**src/hed_pkg.sv**
```systemverilog
package hed_pkg;

  // Byte codes the decoder looks for
  localparam logic [7:0] CH_AMP   = 8'h26;  // '&'
  localparam logic [7:0] CH_SEMI  = 8'h3B;  // ';'
  localparam logic [7:0] CH_HASH  = 8'h23;  // '#'
  localparam logic [7:0] CH_SPACE = 8'h20;  // highest terminator below 0x80
  localparam logic [7:0] CH_HIGH  = 8'h80;  // lowest terminator at the top
  localparam logic [7:0] CH_GT    = 8'h3E;  // '>'
  localparam logic [7:0] CH_LT    = 8'h3C;  // '<'
  localparam logic [7:0] CH_QUOTE = 8'h22;  // '"'
  localparam logic [7:0] CH_ZERO  = 8'h30;  // '0'
  localparam logic [7:0] CH_NINE  = 8'h39;  // '9'

  // Letters of the known names
  localparam logic [7:0] CH_G = 8'h67;
  localparam logic [7:0] CH_L = 8'h6C;
  localparam logic [7:0] CH_T = 8'h74;
  localparam logic [7:0] CH_Q = 8'h71;
  localparam logic [7:0] CH_U = 8'h75;
  localparam logic [7:0] CH_O = 8'h6F;

  // Output sequencer states
  typedef enum logic [1:0] {
    S_IDLE,
    S_NAME,
    S_SEMI,
    S_TERM
  } hed_state_t;

endpackage

```
**src/html_entity_decoder.sv**
```systemverilog
// HTML entity decoder.
// The input channel carries one text byte per word plus in_last, which
// marks the final byte of a text. The output channel carries decoded bytes;
// out_run_end marks the last word caused by one input word, out_stream_end
// the last word of the text, and a word with out_byte_valid low is an
// end marker that carries no byte.
// Plain bytes, name bytes and known or numeric names closed by ';' need no
// replay, so the input is stalled for them only by out_stall; a known or
// numeric name closed by a space, control or high byte also stalls the input
// while that byte follows the replacement. The first output word is formed
// in the cycle the input is taken and is registered onto the output.
// An unknown name or an over-long name is replayed verbatim from the name
// buffer, one word per cycle while the output is not stalled, a pace set by
// the single read port of the name buffer; the input stays stalled during
// that replay.
// Reset returns the block to plain text mode with the output empty; the
// name buffer is not cleared. While out_stall is high on a valid output word,
// that word holds and the input is stalled; no word is lost or repeated.
module html_entity_decoder import hed_pkg::*; #(
  parameter int MAX_NAME = 15
) (
  input  logic       clk,
  input  logic       rst_n,
  input  logic       in_valid,
  output logic       in_stall,
  input  logic [7:0] in_byte,
  input  logic       in_last,
  output logic       out_valid,
  input  logic       out_stall,
  output logic [7:0] out_byte,
  output logic       out_byte_valid,
  output logic       out_run_end,
  output logic       out_stream_end,
  output logic       out_name_overflow
);

  localparam int AW = $clog2(MAX_NAME);
  localparam int CW = $clog2(MAX_NAME + 1);

  // Entity state
  logic          in_entity_r, in_entity_nxt;
  logic [CW-1:0] count_r, count_nxt;
  logic [7:0]    acc_r, acc_nxt;
  logic          stopped_r, stopped_nxt;
  logic          hash_r, hash_nxt;
  logic          m_gt_r, m_gt_nxt;
  logic          m_lt_r, m_lt_nxt;
  logic          m_quot_r, m_quot_nxt;

  // Replay plan
  hed_state_t    state_r, state_nxt;
  logic [CW-1:0] cnt_r, cnt_nxt;
  logic [AW-1:0] idx_r, idx_nxt;
  logic          semi_r, semi_nxt;
  logic          term_r, term_nxt;
  logic          ovf_r, ovf_nxt;
  logic          last_r, last_nxt;
  logic [7:0]    term_byte_r, term_byte_nxt;

  // Output register
  logic       out_valid_r;
  logic [7:0] out_byte_r;
  logic       out_bv_r, out_run_r, out_str_r, out_ovf_r;

  // Generated word
  logic       gen_valid;
  logic [7:0] gen_byte;
  logic       gen_bv, gen_run, gen_str, gen_ovf;

  // Name buffer ports
  logic          wr_en, rd_en;
  logic [AW-1:0] rd_addr;
  logic [7:0]    rd_data;

  logic          out_free, accept;
  logic          is_semi, is_term, is_digit, overflow, name_last;
  logic          known_gt, known_lt, known_quot;
  logic [7:0]    acc_step;

  assign out_free = !out_valid_r || !out_stall;
  assign in_stall = !(state_r == S_IDLE && out_free);
  assign accept   = in_valid && !in_stall;

  // Classify the input byte
  assign is_semi  = (in_byte == CH_SEMI);
  assign is_term  = (in_byte <= CH_SPACE) || (in_byte >= CH_HIGH);
  assign is_digit = (in_byte >= CH_ZERO) && (in_byte <= CH_NINE);
  assign overflow = (count_r >= CW'(MAX_NAME));
  assign acc_step = 8'(acc_r * 8'd10 + (in_byte - CH_ZERO));

  assign known_gt   = m_gt_r && (count_r == CW'(2));
  assign known_lt   = m_lt_r && (count_r == CW'(2));
  assign known_quot = m_quot_r && (count_r == CW'(4));

  assign name_last = (CW'(idx_r) == cnt_r - CW'(1));

  hed_name_mem #(
    .DEPTH (MAX_NAME)
  ) u_name_mem (
    .clk     (clk),
    .wr_en   (wr_en),
    .wr_addr (count_r[AW-1:0]),
    .wr_data (in_byte),
    .rd_en   (rd_en),
    .rd_addr (rd_addr),
    .rd_data (rd_data)
  );

  // Decode, plan the replay and drive the next output word
  always_comb begin
    state_nxt     = state_r;
    in_entity_nxt = in_entity_r;
    count_nxt     = count_r;
    acc_nxt       = acc_r;
    stopped_nxt   = stopped_r;
    hash_nxt      = hash_r;
    m_gt_nxt      = m_gt_r;
    m_lt_nxt      = m_lt_r;
    m_quot_nxt    = m_quot_r;
    cnt_nxt       = cnt_r;
    idx_nxt       = idx_r;
    semi_nxt      = semi_r;
    term_nxt      = term_r;
    ovf_nxt       = ovf_r;
    last_nxt      = last_r;
    term_byte_nxt = term_byte_r;
    gen_valid     = 1'b0;
    gen_byte      = 8'h00;
    gen_bv        = 1'b0;
    gen_run       = 1'b0;
    gen_str       = 1'b0;
    gen_ovf       = 1'b0;
    wr_en         = 1'b0;
    rd_en         = 1'b0;
    rd_addr       = idx_r;

    unique case (state_r)
      S_IDLE: begin
        if (accept) begin
          last_nxt      = in_last;
          term_byte_nxt = in_byte;
          if (!in_entity_r) begin
            if (in_byte != CH_AMP) begin
              // pass a plain byte
              gen_valid = 1'b1;
              gen_byte  = in_byte;
              gen_bv    = 1'b1;
              gen_run   = 1'b1;
            end else begin
              // open a name
              in_entity_nxt = 1'b1;
              count_nxt     = '0;
              acc_nxt       = '0;
              stopped_nxt   = 1'b0;
              hash_nxt      = 1'b0;
              m_gt_nxt      = 1'b0;
              m_lt_nxt      = 1'b0;
              m_quot_nxt    = 1'b0;
            end
          end else if (is_semi || is_term) begin
            // resolve the name
            gen_valid = 1'b1;
            gen_bv    = 1'b1;
            semi_nxt  = is_semi;
            term_nxt  = is_term;
            ovf_nxt   = 1'b0;
            cnt_nxt   = count_r;
            idx_nxt   = '0;
            priority if (hash_r || known_gt || known_lt || known_quot) begin
              priority if (hash_r) gen_byte = acc_r;
              else if (known_gt)   gen_byte = CH_GT;
              else if (known_lt)   gen_byte = CH_LT;
              else                 gen_byte = CH_QUOTE;
              gen_run = !is_term;
              if (is_term) state_nxt = S_TERM;
            end else begin
              gen_byte = CH_AMP;
              if (count_r != '0) begin
                state_nxt = S_NAME;
                rd_en     = 1'b1;
                rd_addr   = '0;
              end else if (is_semi) begin
                state_nxt = S_SEMI;
              end else begin
                state_nxt = S_TERM;
              end
            end
            in_entity_nxt = 1'b0;
          end else if (overflow) begin
            // flush the over-long name verbatim
            gen_valid     = 1'b1;
            gen_byte      = CH_AMP;
            gen_bv        = 1'b1;
            gen_ovf       = 1'b1;
            semi_nxt      = 1'b0;
            term_nxt      = 1'b1;
            ovf_nxt       = 1'b1;
            cnt_nxt       = count_r;
            idx_nxt       = '0;
            state_nxt     = S_NAME;
            rd_en         = 1'b1;
            rd_addr       = '0;
            in_entity_nxt = 1'b0;
          end else begin
            // append a name byte
            wr_en     = 1'b1;
            count_nxt = count_r + CW'(1);
            if (count_r == '0) begin
              hash_nxt   = (in_byte == CH_HASH);
              m_gt_nxt   = (in_byte == CH_G);
              m_lt_nxt   = (in_byte == CH_L);
              m_quot_nxt = (in_byte == CH_Q);
            end else begin
              m_gt_nxt   = m_gt_r && (count_r == CW'(1)) && (in_byte == CH_T);
              m_lt_nxt   = m_lt_r && (count_r == CW'(1)) && (in_byte == CH_T);
              priority if (count_r == CW'(1)) m_quot_nxt = m_quot_r && (in_byte == CH_U);
              else if (count_r == CW'(2))     m_quot_nxt = m_quot_r && (in_byte == CH_O);
              else if (count_r == CW'(3))     m_quot_nxt = m_quot_r && (in_byte == CH_T);
              else                            m_quot_nxt = 1'b0;
            end
            if (hash_r && !stopped_r) begin
              if (is_digit) acc_nxt = acc_step;
              else          stopped_nxt = 1'b1;
            end
          end

          // end of text: drop any open name, mark an empty run
          if (in_last) begin
            in_entity_nxt = 1'b0;
            count_nxt     = '0;
            acc_nxt       = '0;
            stopped_nxt   = 1'b0;
            if (!gen_valid) begin
              gen_valid = 1'b1;
              gen_run   = 1'b1;
            end
          end
          gen_str = in_last && gen_run;
        end
      end

      S_NAME: begin
        gen_valid = 1'b1;
        gen_byte  = rd_data;
        gen_bv    = 1'b1;
        gen_ovf   = ovf_r;
        gen_run   = name_last && !semi_r && !term_r;
        gen_str   = last_r && gen_run;
        if (out_free) begin
          if (!name_last) begin
            idx_nxt = idx_r + AW'(1);
            rd_en   = 1'b1;
            rd_addr = idx_r + AW'(1);
          end else if (semi_r) begin
            state_nxt = S_SEMI;
          end else if (term_r) begin
            state_nxt = S_TERM;
          end else begin
            state_nxt = S_IDLE;
          end
        end
      end

      S_SEMI: begin
        gen_valid = 1'b1;
        gen_byte  = CH_SEMI;
        gen_bv    = 1'b1;
        gen_run   = 1'b1;
        gen_str   = last_r;
        if (out_free) state_nxt = S_IDLE;
      end

      S_TERM: begin
        gen_valid = 1'b1;
        gen_byte  = term_byte_r;
        gen_bv    = 1'b1;
        gen_ovf   = ovf_r;
        gen_run   = 1'b1;
        gen_str   = last_r;
        if (out_free) state_nxt = S_IDLE;
      end

      default: state_nxt = S_IDLE;
    endcase
  end

  // Control state
  always_ff @(posedge clk) begin
    if (!rst_n) begin
      state_r     <= S_IDLE;
      in_entity_r <= 1'b0;
      count_r     <= '0;
      acc_r       <= '0;
      stopped_r   <= 1'b0;
      out_valid_r <= 1'b0;
    end else begin
      state_r     <= state_nxt;
      in_entity_r <= in_entity_nxt;
      count_r     <= count_nxt;
      acc_r       <= acc_nxt;
      stopped_r   <= stopped_nxt;
      if (gen_valid && out_free) begin
        out_valid_r <= 1'b1;
      end else if (!out_stall) begin
        out_valid_r <= 1'b0;
      end
    end
  end

  // Name flags, replay plan and output word
  always_ff @(posedge clk) begin
    hash_r      <= hash_nxt;
    m_gt_r      <= m_gt_nxt;
    m_lt_r      <= m_lt_nxt;
    m_quot_r    <= m_quot_nxt;
    cnt_r       <= cnt_nxt;
    idx_r       <= idx_nxt;
    semi_r      <= semi_nxt;
    term_r      <= term_nxt;
    ovf_r       <= ovf_nxt;
    last_r      <= last_nxt;
    term_byte_r <= term_byte_nxt;
    if (gen_valid && out_free) begin
      out_byte_r <= gen_byte;
      out_bv_r   <= gen_bv;
      out_run_r  <= gen_run;
      out_str_r  <= gen_str;
      out_ovf_r  <= gen_ovf;
    end
  end

  assign out_valid         = out_valid_r;
  assign out_byte          = out_byte_r;
  assign out_byte_valid    = out_bv_r;
  assign out_run_end       = out_run_r;
  assign out_stream_end    = out_str_r;
  assign out_name_overflow = out_ovf_r;

endmodule

```
**src/hed_name_mem.sv**
```systemverilog
module hed_name_mem import hed_pkg::*; #(
  parameter int DEPTH = 15
) (
  input  logic                     clk,
  input  logic                     wr_en,
  input  logic [$clog2(DEPTH)-1:0] wr_addr,
  input  logic [7:0]               wr_data,
  input  logic                     rd_en,
  input  logic [$clog2(DEPTH)-1:0] rd_addr,
  output logic [7:0]               rd_data
);

  logic [7:0] mem [DEPTH];
  logic [7:0] rd_data_r;

  // Write one name byte
  always_ff @(posedge clk) begin
    if (wr_en) begin
      mem[wr_addr] <= wr_data;
    end
  end

  // Registered read, held until the next read
  always_ff @(posedge clk) begin
    if (rd_en) begin
      rd_data_r <= mem[rd_addr];
    end
  end

  assign rd_data = rd_data_r;

endmodule

```
**config.mk**
```make
export PLATFORM = sky130hd
export DESIGN_NAME = html_entity_decoder
export DESIGN_NICKNAME = d
export VERILOG_FILES = /design/src/hed_pkg.sv /design/src/html_entity_decoder.sv /design/src/hed_name_mem.sv
export SDC_FILE = /design/constraint.sdc
export NUM_CORES = 1
export LEC_CHECK = 0
export BUFFER_PORTS_ARGS = -buffer_cell sky130_fd_sc_hd__clkbuf_2
export CORE_ASPECT_RATIO = 0.7
export CORE_MARGIN = 1
export CORE_UTILIZATION = 30
export DETAILED_ROUTE_END_ITERATION = 12
export PLACE_DENSITY_LB_ADDON = 0.1
export SETUP_SLACK_MARGIN = 0.02
export SKIP_LAST_GASP = 1
export SYNTH_ARGS = -nofsm -noshare
export SYNTH_HDL_FRONTEND = slang
export SYNTH_HIERARCHICAL = 1
export SYNTH_SLANG_ARGS = --single-unit
```
**constraint.sdc**
```tcl
create_clock -name clk -period 3.6 [get_ports clk]
set_input_delay 0.54 -clock clk [delete_from_list [all_inputs] [get_ports clk]]
set_output_delay 0.54 -clock clk [all_outputs]
set_load 0.03 [all_outputs]
```
==> impl_metrics.yaml, run 1 <==
cells_and_area:
  layout-drive-gt1-share_pct: 23.9
  n_fill_cell: 2621
  area_growth_pct: 19.2
  final_cells: 1066
  fin_nets: 729
  multi_input_area_sq_um: 2930
  final_core_util_pct: 37.0
  layout_commonest_cell: "edfxtp_1"
  regArea_sq_um: 5270
  antennaDiodeCount: 0
  final_cell_mix: "edfxtp_1, buf_4, nand2_1, nor2_1, inv_1"
floorplanning:
  die_h_microns: 142
  ios: 27
  start_util_pct: 31.0
  core_area_sq_um: 27200
  rows: 50
  die_w_microns: 202
  die_area_sq_um: 28800
run:
  maxCapViolCount: 0
clock_network:
  h-tree-depth: 4
  numCtsBuffers: 17
  cts.sinks: 181
  clkSlewWorstSetupHoldPaths_ns: 0.07
  cts_buffer_depth: 2
  cts_root_buf: "clkbuf_16"
  cts_tree: "built"
  insertion_delay_ns: 0.44
drt:
  vias: 5434
  detail-route-antenna-nets: 0
  drcViolationCount: 0
  first_pass_iters: 5
  via_per_inst: 5.10
  wirelength_mm: 24.3
  drtIter0Drc: 460
  avgRoutedWirePerCell_microns: 22.8
global_route:
  antenna_found_initial: 1
  grt_use_total_pct: 17.5
  grt_first_pass_wirelength_mm: 36.2
  grt_overflow: 0
  grt_max_degree: 26
  grt_pass1_vias: 5385
place:
  numPortBuffers: 26
  pre_cts_slack_ns: -0.263
  dpl.hpwl_mm: 17.7
  dp_cells: 1033
  place_congestion: 0.824
critical_path:
  worst-setup-path-type: "register to register"
  crit_path_max_incr_delay_ns: 0.56
  crit_top_cell: "xnor2_1"
  crit_chain: "inv_1 > ha_1 > xnor2_1 > xnor2_1 > o41ai_1 > buf_4 > or3_1 > a21bo_4 > buf_12 > mux4_1 > a22o_1 > a221o_1"
  critical_path.startpoint_type: "register"
  arrival_ns: 3.59
  crit_path_max_fanout: 12
  worstSetupEndpointType: "register"
  critPathSlowestCell: "mux4_1"
  rr_worst_depth: 12
  worstPathRequired_ns: 3.79
timing:
  fin_crit_sh_pct: 94.6
  skew_ns: 0.0114
  worst_slew_pin_slew_ns: 0.755
  slew_headroom_pct: 49.4
  min_period_ns: 3.41
  holdWs_ns: 0.423
  fmax_mhz: 294
  hold_viol_final: 0
  drv_slew: 0
  postLayoutSetupSlackWorst_ns: 0.193
  setup_viol: 0
  rsz0062_at_grt: "false"
synth:
  synth_edf_count: 164
  ys_ff_latch: 181
  syn_inst: 595
  ys_types: 73
  ys_async_sr_fraction_pct: 0
  synth_warnings: 6
  synth_flop_cell: "edfxtp_1"
  synth.avg_cell_area_sq_um: 14.2
  ys_seq_area_share_pct: 62.4
  netlist_area_sq_um: 8440
  syn-num-nets: 634
power:
  power.total_uw: 4590
  cellLeakagePower_uw: 0.00369
  ir_drop_uv: 321
  power_density_nw_per_um2: 457
min_path:
  min_path_type: "input pin to register"
  worstHoldPathCells: 1
run_status:
  status: "finished clean"
## cells in the mapped netlist, types with 3 or more instances
master | count | area [sq um]
ha_1 | 24 | 300
nand2b_1 | 12 | 75.1
o21ai_1 | 6 | 30.0
a31oi_1 | 5 | 31.3
dfxtp_1 | 17 | 340
xnor2_1 | 12 | 105
a21oi_1 | 16 | 80.1
mux2_2 | 4 | 45.0
mux4_1 | 12 | 315
nor3_1 | 9 | 45.0
nor2b_1 | 12 | 75.1
and2_1 | 3 | 18.8
nand4_1 | 9 | 56.3
a32oi_1 | 3 | 26.3
a22oi_1 | 4 | 30.0
mux4_2 | 12 | 270
buf_6 | 3 | 33.8
inv_1 | 28 | 105
nand3_1 | 20 | 100
nor2_1 | 34 | 128
or3_1 | 4 | 25.0
nand2_1 | 37 | 139
buf_2 | 6 | 30.0
edfxtp_1 | 164 | 4920
inv_2 | 3 | 11.3
a211oi_1 | 3 | 22.5
nand4b_1 | 3 | 26.3
a21o_1 | 8 | 60.1
and3_1 | 6 | 37.5
a22o_1 | 9 | 78.8
o41ai_1 | 3 | 26.3
clkbuf_1 | 10 | 37.5
xor2_1 | 3 | 26.3
a221o_1 | 9 | 90.1
mux2i_1 | 10 | 100
o21ai_0 | 24 | 120
a31o_2 | 3 | 26.3
## flip-flops by register name, indices dropped and copies added (netlist names), 2 cells and up
name,count
u_name_mem/mem,120
acc_r,8
out_byte,8
term_byte_r,8
u_name_mem/rd_data,8
cnt_r,4
count_r,4
idx_r,4
state_r,2
## power breakdown
| group | leakage [uW] | internal [uW] | switching, uW |
|---|---|---|---|
| clock | 0.000269 | 901 | 852 |
| combinational | 0.00178 | 186 | 306 |
| sequential | 0.00164 | 2340 | 14.8 |
## final cells by class
type | instances | area share [%]
inverter | 31 | 1.16
sequential | 181 | 52.3
clock buffer | 17 | 4.23
multi-input combinational | 359 | 29.1
tap | 364 | 4.53
timing repair buffer | 100 | 7.49
clock inverter | 14 | 1.14
## cell families after synthesis
| logic type | synth area share (%) |
|---|---|
| compound gates | 9.66 |
| simple gates | 10.7 |
| flops | 62.4 |
| buf+inv | 3.02 |
| mux | 8.66 |
| xor+xnor | 1.56 |
| fa+ha+maj | 4.03 |
## worst max-delay path: cells and delay by family (launching register included)
kind	cells	cell delay, ns
DFF	1	0.40
AOI/OAI and AO/OA	4	0.88
adders and majority gates	1	0.20
muxes	1	0.56
xor gates and xnor gates	2	0.34
buffers and inverters	3	0.39
and+or+nand+nor	1	0.39
## final timing paths
check,startpoint,end,slack (ns)
hold / removal,in_last,last_r$_DFFE_PP_,0.42
setup reg to reg,cnt_r[0]$_DFFE_PP_,u_name_mem/rd_data[7]$_DFFE_PP_,0.19
setup / recovery,cnt_r[0]$_DFFE_PP_,u_name_mem/rd_data[7]$_DFFE_PP_,0.19
hold reg to reg,acc_r[7]$_SDFFE_PN0P_,acc_r[7]$_SDFFE_PN0P_,0.48
## metrics by stage
step	cell area (sq um)	TNS, ns
floorplan	8440	0
global placement	9480	-2.08
detailed placement	9480	-1.83
CTS	10000	0
global route	10100	0
finish	10100	0
## what timing repair did
action	4_1_cts	5_1_grt
resized for setup	0	4
buffers inserted	0	1
hold buffers	0	0
endpoints found under the setup margin	0	8
## metal layers
layer	global-route usage, %	wire (microns)
met1	27.3	12700
met5	0	13
met2	22.8	9620
met4	4.83	274
met3	5.20	1700
(Power assumes the default switching activity.)
==> run 2, diff against run 1 <==
- MAX_ROUTING_LAYER: not set -> met4
- PLACE_DENSITY_LB_ADDON: 0.1 -> not set
- clock period: 3.6 -> 3 ns (I/O delays scaled with it)
==> run 2 against run 1 <==
  * The run now ends with setup timing left
  * Clock skew decreased by 0.00078 ns
  * Setup slack lost 0.42 ns
  * Sequential share of layout area down 2.3 points
  * Global-route usage shrank 0.92 points
  * Via count grew 4.4%
  * Worst hold slack worse by 0.067 ns
  * Non-clock buffer count is 43 higher
  * Register-to-register slack worse by 0.42 ns
  * Die area is the same
  * Sequential cell count did not move
  * Critical path depth fell by 1
  * Critical path type unchanged
  * Largest cell class unchanged
==> impl_metrics.yaml, run 2 (synthesis gave the netlist of run 1 again) <==
run_status:
  status: "finished, violations left"
  violations: "setup timing"
cells_and_area:
  area_growth_pct: 24.8
  top_register: "u_name_mem/mem"
  final_cell_mix: "edfxtp_1, buf_4, nand2_1, nor2_1, clkbuf_2"
  largest_reg_flops: 120
  layout-drive-gt1-share_pct: 32.2
  final_cells: 1110
  layout_commonest_cell: "edfxtp_1"
  fin_nets: 772
  antennaDiodeCount: 0
place:
  dpl.hpwl_mm: 16.3
  numPortBuffers: 26
  place_congestion: 0.896
  dp_cells: 1070
timing:
  fin_setup_tns_ns: -1.69
  setup_viol: 8
  worst_slew_pin_slew_ns: 0.781
  fin_crit_sh_pct: 108
  fmax_mhz: 310
  holdWs_ns: 0.356
  hold_viol_final: 0
  min_period_ns: 3.23
  rsz0062_at_grt: "true"
  postLayoutSetupSlackWorst_ns: -0.230
  drv_slew: 0
  skew_ns: 0.0106
  slew_headroom_pct: 47.4
floorplanning:
  ios: 27
  die_h_microns: 142
  core_area_sq_um: 27200
  rows: 50
  die_area_sq_um: 28800
  start_util_pct: 31.0
  die_w_microns: 202
drt:
  drtIter0Drc: 603
  via_per_inst: 5.11
  avgRoutedWirePerCell_microns: 20.2
  drcViolationCount: 0
  wirelength_mm: 22.5
  first_pass_iters: 8
  detail-route-antenna-nets: 0
  vias: 5671
power:
  ir_drop_uv: 438
  cellLeakagePower_uw: 0.00390
  power_density_nw_per_um2: 530
clock_network:
  cts_tree: "built"
  clkSlewWorstSetupHoldPaths_ns: 0.07
  cts_root_buf: "clkbuf_16"
  cts.sinks: 181
  insertion_delay_ns: 0.43
  h-tree-depth: 4
  cts_buffer_depth: 2
  hold_buffers: 0
  numCtsBuffers: 17
critical_path:
  worstPathRequired_ns: 3.18
  worst-setup-path-type: "register to register"
  arrival_ns: 3.41
  worstSetupEndpointType: "register"
  crit_path_max_fanout: 7
  critical_path.startpoint_type: "register"
global_route:
  grt_use_total_pct: 16.6
  antenna_found_initial: 0
  grt_pass1_vias: 5361
  grt_first_pass_wirelength_mm: 33.5
  grt_max_degree: 27
  grt_overflow: 0
min_path:
  min_path_type: "input pin to register"
run:
  maxCapViolCount: 0
==> run 2: cell count changes in the layout (fill, tap and decap cells not counted), sizes merged <==
cell / change
clkinv: +3
buf: +44
clkbuf: -1
inv: -2
==> run 2: per-layer routing <==
metal  share of wire [%]  global-route usage, %
met1                  51                   25.3
met2                  40                   21.7
met3                 7.3                   3.37
met4                 1.1                   4.87
met5                   0                      -
==> run 2: final cells by class <==
| class | instances | area, sq um |
|---|---|---|
| Inverter | 31 | 119 |
| Fill cell | 2536 | 16700 |
| Clock inverter | 15 | 139 |
| Clock buffer | 17 | 425 |
| Timing Repair Buffer | 143 | 1060 |
| Tap cell | 364 | 455 |
| Multi-Input combinational cell | 359 | 3070 |
| Sequential cell | 181 | 5270 |
==> run 2: path summary, 6_finish.rpt <==
kind | startpoint | to | slack [ns] | cells past startpoint
max | cnt_r[0]$_DFFE_PP_ | u_name_mem/rd_data[4]$_DFFE_PP_ | -0.23 | 11
min | in_last | last_r$_DFFE_PP_ | 0.36 | 1
min reg2reg | acc_r[7]$_SDFFE_PN0P_ | acc_r[7]$_SDFFE_PN0P_ | 0.48 | 2
max reg2reg | cnt_r[0]$_DFFE_PP_ | u_name_mem/rd_data[4]$_DFFE_PP_ | -0.23 | 11
==> run 2: timing repair <==
item                       CTS  global route
pin swaps                    9            11
setup buffers                7             2
gates resized for setup     25            13
gates cloned                 1             0
setup endpoints to repair    8            10
==> run 2: where the power goes <==
part	total, uW	internal, uW	leakage, uW	switching [uW]
Sequential	2820	2800	0.00164	16.7
Combinational	632	265	0.00198	368
Clock	2140	1100	0.000280	1040
==> run 2: metrics by stage <==
step / utilization [%] / setup slack (ns) / instance area (sq um) / power, uW
6_report: 38.7 / -0.230 / 10500 / 5590
5_1_grt: 38.7 / -0.321 / 10500 / 5770
4_1_cts: 38.6 / -0.235 / 10500 / 5620
3_5_place_dp: 35.9 / -0.504 / 9760 / 3470
3_3_place_gp: 35.9 / -0.458 / 9760 / 3460
2_1_floorplan: - / -0.207 / 8450 / 3210
==> run 2: critical path, cell delays in order (launching register included) <==
cell      delay [ns]
edfxtp_1        0.39
inv_2           0.07
ha_4            0.17
xnor2_4         0.12
xnor2_2         0.17
o41ai_4         0.49
a21o_1          0.22
a21bo_4         0.22
buf_12          0.15
mux4_2          0.50
a22o_1          0.24
a221o_1         0.25
